### config.mk
export PLATFORM = sky130hd
export DESIGN_NAME = sha1_byte_stream_hasher
export DESIGN_NICKNAME = d
export VERILOG_FILES = /design/src/rtl/sha1bsh_pkg.sv /design/src/rtl/sha1_byte_stream_hasher.sv
export SDC_FILE = /design/constraint.sdc
export NUM_CORES = 2
export LEC_CHECK = 0
export BUFFER_PORTS_ARGS = -buffer_cell sky130_fd_sc_hd__buf_2
export CORE_UTILIZATION = 55
export CTS_CLUSTER_DIAMETER = 60
export DETAILED_ROUTE_END_ITERATION = 7
export GPL_TIMING_DRIVEN = 1
export PLACE_DENSITY = 0.74
export SYNTH_ARGS = -nofsm -noshare
export SYNTH_HDL_FRONTEND = slang
export SYNTH_SLANG_ARGS = --single-unit
### constraint.sdc
create_clock -name clk_i -period 13.8 [get_ports clk_i]
set_input_delay 2.76 -clock clk_i [delete_from_list [all_inputs] [get_ports clk_i]]
set_output_delay 2.76 -clock clk_i [all_outputs]
set_load 0.005 [all_outputs]
### src/rtl/sha1bsh_pkg.sv
// shared types and constants of the sha-1 byte stream hasher
package sha1bsh_pkg;

  typedef enum logic [1:0] {
    MODE_DATA    = 2'd0,
    MODE_FINISH  = 2'd1,
    MODE_RESTART = 2'd2,
    MODE_UNUSED  = 2'd3
  } mode_e;

  typedef enum logic [2:0] {
    S_IDLE,
    S_PAD,
    S_ROUND,
    S_FOLD,
    S_EMIT
  } state_e;

  typedef enum logic [2:0] {
    PAD_NONE,
    PAD_FIRST,
    PAD_ZERO,
    PAD_LEN,
    PAD_DONE
  } pad_e;

  typedef logic [4:0][31:0] chain_t;

  localparam chain_t CHAIN_INIT = {
    32'hC3D2E1F0, 32'h10325476, 32'h98BADCFE, 32'hEFCDAB89, 32'h67452301
  };

  localparam logic [31:0] K0 = 32'h5A827999;
  localparam logic [31:0] K1 = 32'h6ED9EBA1;
  localparam logic [31:0] K2 = 32'h8F1BBCDC;
  localparam logic [31:0] K3 = 32'hCA62C1D6;

  localparam logic [7:0] PAD_BYTE   = 8'h80;
  localparam logic [5:0] LEN_OFFSET = 6'd56;
  localparam logic [5:0] LAST_FILL  = 6'd63;
  localparam logic [6:0] LAST_ROUND = 7'd79;
  localparam logic [2:0] LAST_WORD  = 3'd4;

endpackage

### src/rtl/sha1_byte_stream_hasher.sv
// sha-1 byte stream hasher: byte buffer, round sequencer and digest output
// a data word is absorbed into the block buffer; the word that fills a block starts 80 rounds and a fold
// a finish word is accepted, then its pad bytes (9 to 72) are absorbed, and each of the one
// or two blocks it closes goes through the rounds and the fold, then five output words, one per cycle
// when the sink is ready; no new input word is taken until the block or the digest is done
// reset (asynchronous, active low) loads the initial chain and clears fill and byte total
module sha1_byte_stream_hasher (
  input  logic        clk_i,
  input  logic        rst_ni,
  input  logic        in_valid_i,
  output logic        in_ready_o,
  input  logic [1:0]  mode_i,
  input  logic [7:0]  data_byte_i,
  output logic        out_valid_o,
  input  logic        out_ready_i,
  output logic [31:0] digest_word_o,
  output logic        last_word_o
);

  sha1bsh_pkg::state_e state_q, state_d;
  sha1bsh_pkg::pad_e   pad_q, pad_d;
  sha1bsh_pkg::chain_t chain_q, chain_d;

  logic [511:0] msg_q, msg_d;
  logic [5:0]   fill_q, fill_d;
  logic [28:0]  total_q, total_d;
  logic [31:0]  len_q, len_d;
  logic [6:0]   rnd_q, rnd_d;
  logic [2:0]   idx_q, idx_d;
  logic [31:0]  a_q, b_q, c_q, d_q, e_q;
  logic [31:0]  a_d, b_d, c_d, d_d, e_d;

  logic        in_acc;
  logic        out_acc;
  logic        abs_en;
  logic [7:0]  abs_byte;
  logic        len_zone;
  logic [7:0]  pad_byte;
  logic [7:0]  len_byte;
  logic [31:0] w_cur, w_new, f_val, k_val, t_val;

  function automatic logic [31:0] w_new_pre(input logic [511:0] m);
    logic [31:0] x;
    x = m[95:64] ^ m[255:224] ^ m[447:416] ^ m[511:480];
    return {x[30:0], x[31]};
  endfunction

  assign in_ready_o    = (state_q == sha1bsh_pkg::S_IDLE);
  assign in_acc        = in_valid_i && in_ready_o;
  assign out_valid_o   = (state_q == sha1bsh_pkg::S_EMIT);
  assign out_acc       = out_valid_o && out_ready_i;
  assign digest_word_o = chain_q[idx_q];
  assign last_word_o   = (idx_q == sha1bsh_pkg::LAST_WORD);

  // padding byte generator
  assign len_zone = (pad_q == sha1bsh_pkg::PAD_LEN) ||
                    ((pad_q == sha1bsh_pkg::PAD_ZERO) && (fill_q == sha1bsh_pkg::LEN_OFFSET));

  always_comb begin
    case (fill_q[1:0])
      2'd0:    len_byte = len_q[31:24];
      2'd1:    len_byte = len_q[23:16];
      2'd2:    len_byte = len_q[15:8];
      default: len_byte = len_q[7:0];
    endcase
  end

  always_comb begin
    if (pad_q == sha1bsh_pkg::PAD_FIRST) begin
      pad_byte = sha1bsh_pkg::PAD_BYTE;
    end else if (len_zone && fill_q[2]) begin
      pad_byte = len_byte;
    end else begin
      pad_byte = 8'h00;
    end
  end

  // round unit
  assign w_cur = msg_q[511:480];
  assign w_new = {w_new_pre(msg_q)};

  always_comb begin
    if (rnd_q < 7'd20) begin
      f_val = (b_q & c_q) | (~b_q & d_q);
      k_val = sha1bsh_pkg::K0;
    end else if (rnd_q < 7'd40) begin
      f_val = b_q ^ c_q ^ d_q;
      k_val = sha1bsh_pkg::K1;
    end else if (rnd_q < 7'd60) begin
      f_val = (b_q & c_q) | (b_q & d_q) | (c_q & d_q);
      k_val = sha1bsh_pkg::K2;
    end else begin
      f_val = b_q ^ c_q ^ d_q;
      k_val = sha1bsh_pkg::K3;
    end
  end

  assign t_val = {a_q[26:0], a_q[31:27]} + f_val + e_q + k_val + w_cur;

  // next state
  always_comb begin
    state_d = state_q;
    case (state_q)
      sha1bsh_pkg::S_IDLE: begin
        if (in_acc) begin
          case (mode_i)
            sha1bsh_pkg::MODE_DATA: begin
              if (fill_q == sha1bsh_pkg::LAST_FILL) state_d = sha1bsh_pkg::S_ROUND;
            end
            sha1bsh_pkg::MODE_FINISH: state_d = sha1bsh_pkg::S_PAD;
            default: state_d = sha1bsh_pkg::S_IDLE;
          endcase
        end
      end
      sha1bsh_pkg::S_PAD: begin
        if (fill_q == sha1bsh_pkg::LAST_FILL) state_d = sha1bsh_pkg::S_ROUND;
      end
      sha1bsh_pkg::S_ROUND: begin
        if (rnd_q == sha1bsh_pkg::LAST_ROUND) state_d = sha1bsh_pkg::S_FOLD;
      end
      sha1bsh_pkg::S_FOLD: begin
        if (pad_q == sha1bsh_pkg::PAD_NONE) begin
          state_d = sha1bsh_pkg::S_IDLE;
        end else if (pad_q == sha1bsh_pkg::PAD_DONE) begin
          state_d = sha1bsh_pkg::S_EMIT;
        end else begin
          state_d = sha1bsh_pkg::S_PAD;
        end
      end
      sha1bsh_pkg::S_EMIT: begin
        if (out_acc && last_word_o) state_d = sha1bsh_pkg::S_IDLE;
      end
      default: state_d = sha1bsh_pkg::S_IDLE;
    endcase
  end

  // datapath and counters
  always_comb begin
    msg_d   = msg_q;
    fill_d  = fill_q;
    total_d = total_q;
    len_d   = len_q;
    rnd_d   = rnd_q;
    idx_d   = idx_q;
    pad_d   = pad_q;
    chain_d = chain_q;
    a_d = a_q;
    b_d = b_q;
    c_d = c_q;
    d_d = d_q;
    e_d = e_q;
    abs_en   = 1'b0;
    abs_byte = data_byte_i;

    case (state_q)
      sha1bsh_pkg::S_IDLE: begin
        if (in_acc) begin
          case (mode_i)
            sha1bsh_pkg::MODE_DATA: abs_en = 1'b1;
            sha1bsh_pkg::MODE_FINISH: begin
              len_d = {total_q, 3'b000};
              pad_d = sha1bsh_pkg::PAD_FIRST;
              idx_d = 3'd0;
            end
            sha1bsh_pkg::MODE_RESTART: begin
              chain_d = sha1bsh_pkg::CHAIN_INIT;
              fill_d  = 6'd0;
              total_d = 29'd0;
            end
            default: ;
          endcase
        end
      end
      sha1bsh_pkg::S_PAD: begin
        abs_en   = 1'b1;
        abs_byte = pad_byte;
        if (pad_q == sha1bsh_pkg::PAD_FIRST) begin
          pad_d = sha1bsh_pkg::PAD_ZERO;
        end else if (len_zone) begin
          pad_d = (fill_q == sha1bsh_pkg::LAST_FILL) ? sha1bsh_pkg::PAD_DONE
                                                     : sha1bsh_pkg::PAD_LEN;
        end
      end
      sha1bsh_pkg::S_ROUND: begin
        msg_d = {msg_q[479:0], w_new};
        a_d   = t_val;
        b_d   = a_q;
        c_d   = {b_q[1:0], b_q[31:2]};
        d_d   = c_q;
        e_d   = d_q;
        rnd_d = rnd_q + 7'd1;
      end
      sha1bsh_pkg::S_FOLD: begin
        chain_d[0] = chain_q[0] + a_q;
        chain_d[1] = chain_q[1] + b_q;
        chain_d[2] = chain_q[2] + c_q;
        chain_d[3] = chain_q[3] + d_q;
        chain_d[4] = chain_q[4] + e_q;
      end
      sha1bsh_pkg::S_EMIT: begin
        if (out_acc) begin
          if (last_word_o) begin
            idx_d = 3'd0;
            pad_d = sha1bsh_pkg::PAD_NONE;
          end else begin
            idx_d = idx_q + 3'd1;
          end
        end
      end
      default: ;
    endcase

    if (abs_en) begin
      msg_d   = {msg_q[503:0], abs_byte};
      fill_d  = fill_q + 6'd1;
      total_d = total_q + 29'd1;
      if (fill_q == sha1bsh_pkg::LAST_FILL) begin
        a_d   = chain_q[0];
        b_d   = chain_q[1];
        c_d   = chain_q[2];
        d_d   = chain_q[3];
        e_d   = chain_q[4];
        rnd_d = 7'd0;
      end
    end
  end

  always_ff @(posedge clk_i or negedge rst_ni) begin
    if (!rst_ni) begin
      state_q <= sha1bsh_pkg::S_IDLE;
      pad_q   <= sha1bsh_pkg::PAD_NONE;
      chain_q <= sha1bsh_pkg::CHAIN_INIT;
      fill_q  <= 6'd0;
      total_q <= 29'd0;
      rnd_q   <= 7'd0;
      idx_q   <= 3'd0;
    end else begin
      state_q <= state_d;
      pad_q   <= pad_d;
      chain_q <= chain_d;
      fill_q  <= fill_d;
      total_q <= total_d;
      rnd_q   <= rnd_d;
      idx_q   <= idx_d;
    end
  end

  always_ff @(posedge clk_i) begin
    msg_q <= msg_d;
    len_q <= len_d;
    a_q   <= a_d;
    b_q   <= b_d;
    c_q   <= c_d;
    d_q   <= d_d;
    e_q   <= e_d;
  end

  a_no_overlap: assert property (@(posedge clk_i) disable iff (!rst_ni)
    out_valid_o |-> !in_ready_o)
    else $error("input ready while digest words pending");

  a_round_exit: assert property (@(posedge clk_i) disable iff (!rst_ni)
    (state_q == sha1bsh_pkg::S_ROUND) |=>
      (state_q == sha1bsh_pkg::S_ROUND) || (state_q == sha1bsh_pkg::S_FOLD))
    else $error("round sequence left early");

  a_fold_after_last: assert property (@(posedge clk_i) disable iff (!rst_ni)
    (state_q == sha1bsh_pkg::S_FOLD) |-> (rnd_q == 7'd80))
    else $error("fold without 80 rounds");

  a_emit_end: assert property (@(posedge clk_i) disable iff (!rst_ni)
    (out_acc && last_word_o) |=> (state_q == sha1bsh_pkg::S_IDLE) && (fill_q == 6'd0))
    else $error("digest end with block not empty");

endmodule

Word level (Yosys, flattened, before mapping)
Cells that the tools add are included.
Cells by class
  $add $sub $neg: 13
  $lt $le $gt $ge: 4
  equal/unequal tests: 24
  multiplexer cells: 67
  bitwise gates (word level): 13
  reductions and logical operators: 23
Operator list (count)
  $mux W512: 2
  $mux W32: 21
  $mux W160: 2
  $pmux W160 S2: 1
  $add A32 B32 Y32: 9
  $xor A32 B32 Y32: 5
  $and A32 B32 Y32: 4
  $mux W29: 4
  $bmux W32 S3: 1
  $or A32 B32 Y32: 3
  $mux W3: 17
  $not A32 Y32: 1
  $mux W31: 1
  $add A29 B1 Y29 const B: 1
  $mux W6: 4
  $mux W8: 3
  $pmux W8 S3: 1
  $mux W7: 3
  $pmux W3 S5: 1
  $lt A7 B6 Y1 const B: 2
  $eq A3 B2 Y1 const B: 4
  $eq A6 B6 Y1 const B: 2
  $ne A2 B1 Y1 const B: 6
  $pmux W3 S2: 2
  24 further kinds: 44
Storage, ports and cells
  register bits after elaboration: 912
  bits of input ports: 14
  output and inout bits: 35
  logic and storage cells: 162

Depth between registers and ports, before layout
  depth in word-level cells: 13
  depth in mapped cells: 23
  depth with buffers taken out: 22

Least setup slack after synthesis
No wires, ideal clock.
  path type: input to register
  start: in in_valid_i
  end: reg msg_q[0], enable pin
  setup time: 3.647 ns
  arrival time: 12.177 ns
  data required time: 10.153 ns
  setup slack: -2.023 ns
  stages on the path: 6
  path buffers: 2
  path through: nor2b_1 > nor2b_1 > o21ai_1 > clkbuf_1 > clkbuf_1 > nand2_1
Between the ends
  longest elaborated chain between the ends: 4
RTL lines
  from (decl): line sha1_byte_stream_hasher.sv:10  | input logic in_valid_i,
  $logic_and A1 B1 Y1: line sha1_byte_stream_hasher.sv:49  | assign in_acc = in_valid_i && in_ready_o;
  $mux W1: line sha1_byte_stream_hasher.sv:157  | if (in_acc) begin
  $pmux W1 S2: line sha1_byte_stream_hasher.sv:155  | case (state_q)
  $reduce_bool A2 Y1 (no line)
  to (signal assigned): line sha1_byte_stream_hasher.sv:249  | msg_q <= msg_d;
  to (decl): line sha1_byte_stream_hasher.sv:24  | logic [511:0] msg_q, msg_d;
Every way passes these cells.
A chain may end at the register's enable or synchronous reset.

Worst setup path in the final report
  start: reg rnd_q[4]
  end: reg a_q[31]
Between the ends
  longest elaborated chain between the ends: 11
RTL lines
  from (decl): line sha1_byte_stream_hasher.sv:28  | logic [6:0] rnd_q, rnd_d;
  from (signal assigned): line sha1_byte_stream_hasher.sv:243  | rnd_q <= rnd_d;
  $lt A7 B6 Y1: line sha1_byte_stream_hasher.sv:89  | end else if (rnd_q < 7'd60) begin
  $mux W32: line sha1_byte_stream_hasher.sv:89
  $mux W32: line sha1_byte_stream_hasher.sv:86  | end else if (rnd_q < 7'd40) begin
  $mux W32: line sha1_byte_stream_hasher.sv:83  | if (rnd_q < 7'd20) begin
  $add A32 B32 Y32 (2 in series): line sha1_byte_stream_hasher.sv:98  | assign t_val = {a_q[26:0], a_q[31:27]} + f_val + e_q + k_val + w_cur;
  $add A32 B32 Y32 (*) (2 in series): line sha1_byte_stream_hasher.sv:98
  $mux W32 (*): line sha1_byte_stream_hasher.sv:155
  $mux W32: line sha1_byte_stream_hasher.sv:217  | if (fill_q == sha1bsh_pkg::LAST_FILL) begin
  $mux W32 (*): line sha1_byte_stream_hasher.sv:213  | if (abs_en) begin
  named net a_d[31]: line sha1_byte_stream_hasher.sv:31  | logic [31:0] a_d, b_d, c_d, d_d, e_d;
  to (signal assigned): line sha1_byte_stream_hasher.sv:251  | a_q <= a_d;
  to (decl): line sha1_byte_stream_hasher.sv:30  | logic [31:0] a_q, b_q, c_q, d_q, e_q;
Mark *: on every way through the listed nets, which the timed path passes. The rest lies on a longest branch.

==> results.sh <==
export IMPL_status="finished clean"
export IMPL_drt_total_wl_mm=141
export IMPL_die_h_um=311
export IMPL_final_common_cell="nand2_1"
export IMPL_start_kind="flop"
export IMPL_grt_pass1_vias=39699
export IMPL_rsz0062_at_grt="no"
export IMPL_cap_viol_max_count=0
export IMPL_n_antenna_cell=0
export IMPL_synth_nets=6118
export IMPL_ctsHoldBuffers=0
export IMPL_place_hpwl_mm=96.0
export IMPL_drive_gt1_frac=0.0684
export IMPL_hold_viol=0
export IMPL_vias=41323
export IMPL_grt_first_pass_wirelength_mm=222
export IMPL_grt_max_degree=223
export IMPL_core_area_mm2=0.0939
export IMPL_cts_sinks=912
export IMPL_cts_root_buf="clkbuf_16"
export IMPL_syn_avg_cell_area_um2=9.07
export IMPL_fmax_mhz=144
export IMPL_synth_cells=5778
export IMPL_syn_area_mm2=0.0524
export IMPL_wire_per_inst_um=20.0
export IMPL_min_path_cells=0
export IMPL_tns_ns=0
export IMPL_yosys_warnings=0
export IMPL_io_pins=49
export IMPL_grt_usage=0.289
export IMPL_reg2reg_depth=22
export IMPL_port_buffers=48
export IMPL_cts_clk_slew_worst_paths_ns=0.06
export IMPL_finalCritPeriodShare=0.503
export IMPL_worst_hold_slack_ns=0.483
export IMPL_path_max_fanout=20
export IMPL_synth_seq_cells=912
export IMPL_tightest_slew_ns=1.14
export IMPL_drv_slew=0
export IMPL_synth_cell_types=84
export IMPL_worstPathRequired_ns=14.34
export IMPL_cts_tree="built"
export IMPL_mostFrequentLayoutCells="nand2_1, edfxtp_1, nor2_1"
export IMPL_drt_pre_antenna_iters=8
export IMPL_path_class="flop to flop"
export IMPL_synth_edf_count=541
export IMPL_grt_overflow=0
export IMPL_via_per_inst=5.88
export IMPL_rows=112
export IMPL_clock_path_buffers=3
export IMPL_clk_latency_ns=0.71
export IMPL_dieArea_mm2=0.0965
export IMPL_cp_end_kind="flop"
export IMPL_post_route_util=0.607
export IMPL_hold_class="flop to flop"
export IMPL_setup_viol=0
export IMPL_post_route_min_period_ns=6.94
export IMPL_antenna_found_initial=0
export IMPL_cts_setup_buffers=0
export IMPL_synthArstFlopShare=0.231
export IMPL_critPathArrivalTime_ns=7.48
export IMPL_start_util=0.558
export IMPL_ys_flop_type="edfxtp_1"
export IMPL_drcViolationCount=0
export IMPL_cts_resized=0
export IMPL_drt_initial_drc_count=4540
export IMPL_gp_congestion=0.968
export IMPL_numCtsBuffers=103
export IMPL_skew_ns=0.0352
export IMPL_nets=6028
export IMPL_htreeDepth=3
export IMPL_relSlewSlack=0.237
export IMPL_area_delta_synth_final_pct=8.79
export IMPL_antenna_left=0
export IMPL_die_x_um=311
export IMPL_synth_seq_area_share=0.474
## logic make-up (layout without fill, tap and decap cells)
| group | Yosys count | after routing | synth area share |
|---|---|---|---|
| AO/OA/AOI/OAI | 1034 | 1034 | 0.123 |
| XOR/XNOR | 277 | 277 | 0.0463 |
| AND/OR/NAND/NOR | 2629 | 2629 | 0.201 |
| multiplexers | 69 | 69 | 0.0210 |
| buffers and inverters | 531 | 531 | 0.0381 |
| adder cells (fa/ha/maj) | 326 | 326 | 0.0958 |
| flip-flops | 912 | 912 | 0.474 |
## path summary, 6_finish.rpt
check	start	to	slack, ns
worst max-delay path	rnd_q[4]$_DFF_PN0_	a_q[31]$_DFF_P_	6.86
worst min-delay path	total_q[26]$_DFFE_PN0P_	len_q[29]$_DFFE_PP_	0.48
worst max register to register	rnd_q[4]$_DFF_PN0_	a_q[31]$_DFF_P_	6.86
worst min register to register	total_q[26]$_DFFE_PN0P_	len_q[29]$_DFFE_PP_	0.48
max in group asynchronous	rst_ni	chain_q[10]$_DFFE_PN0P_	9.52
min in group asynchronous	rst_ni	chain_q[127]$_DFFE_PN0P_	2.20
## per-stage QoR
stage | area (um2) | std cells | worst slack, ns
5_1_grt | 57000 | 7032 | 6.38
2_1_floorplan | 52400 | 5778 | 3.20
4_1_cts | 57000 | 7032 | 6.86
6_report | 57000 | 7032 | 6.86
3_5_place_dp | 53600 | 6837 | 6.89
3_3_place_gp | 53600 | 6837 | 7.16
## synthesized netlist by cell type, types with 13 or more instances
master	number	area share
nand3_1	81	0.0077
a21o_1	105	0.015
o21ai_0	260	0.025
nor2b_1	20	0.0024
inv_1	251	0.018
o211ai_1	13	0.0019
dfxtp_1	160	0.061
a211oi_1	18	0.0026
o31ai_1	15	0.0021
nand2_1	1947	0.14
nor2_1	365	0.026
o21ai_1	13	0.0012
fa_1	125	0.048
edfxtp_1	541	0.31
nand4_1	21	0.0025
o21bai_1	22	0.0032
xnor2_1	173	0.029
xor2_1	104	0.017
a221o_1	16	0.0031
ha_1	201	0.048
mux2i_1	29	0.0055
o22ai_1	14	0.0017
buf_1	14	0.0010
clkbuf_1	262	0.019
mux4_2	32	0.014
nor3_1	59	0.0056
a211o_1	13	0.0022
dfrtp_1	131	0.063
o21a_1	17	0.0024
dfstp_2	80	0.040
and3_1	33	0.0039
a31oi_1	157	0.019
a21oi_1	260	0.025
or3_1	16	0.0019
nand2b_1	27	0.0032
## state kept, by name, summed over array words and instances (netlist names), 29 cells and up
name     flops
msg_q      512
c_q         32
len_q       29
b_q         32
chain_q    160
e_q         32
total_q     29
d_q         32
a_q         32
## routing by layer
| metal | track usage | up-vias | routed length (um) |
|---|---|---|---|
| met4 | 0.129 | 0 | 6400 |
| met2 | 0.457 | 1674 | 65000 |
| met1 | 0.399 | 19780 | 59000 |
| li1 | - | 19537 | - |
| met3 | 0.0397 | 332 | 10300 |
| met5 | 0 | - | 0 |
## worst max-delay path, cell delays in order, from the launching register on
cell and delay, ns:
dfrtp_1 0.45, a41oi_1 0.65, nand2_1 0.12, buf_4 0.27
inv_1 0.73, nor2_2 0.12, buf_4 0.27, a221o_1 0.35
fa_1 0.54, inv_1 0.05, fa_1 0.49, inv_1 0.04
ha_1 0.30, nor2b_1 0.15, o21ai_0 0.30, o211ai_1 0.22
a21o_1 0.21, a211o_1 0.33, a41o_1 0.31, a41o_1 0.29
o221ai_1 0.21, mux2i_1 0.20, o311ai_0 0.12
## layout make-up
type                       instances  area [um2]
clock buffer                     136        2830
inverter                         251         942
multi-input combinational       4335       25700
timing repair buffer              85         578
clock inverter                    59         586
fill                            7884       36900
sequential                       912       24800
tap                             1254        1570
Power is not shown: default switching activity piles up to over one toggle a cycle in this logic, so the estimate is an artifact.
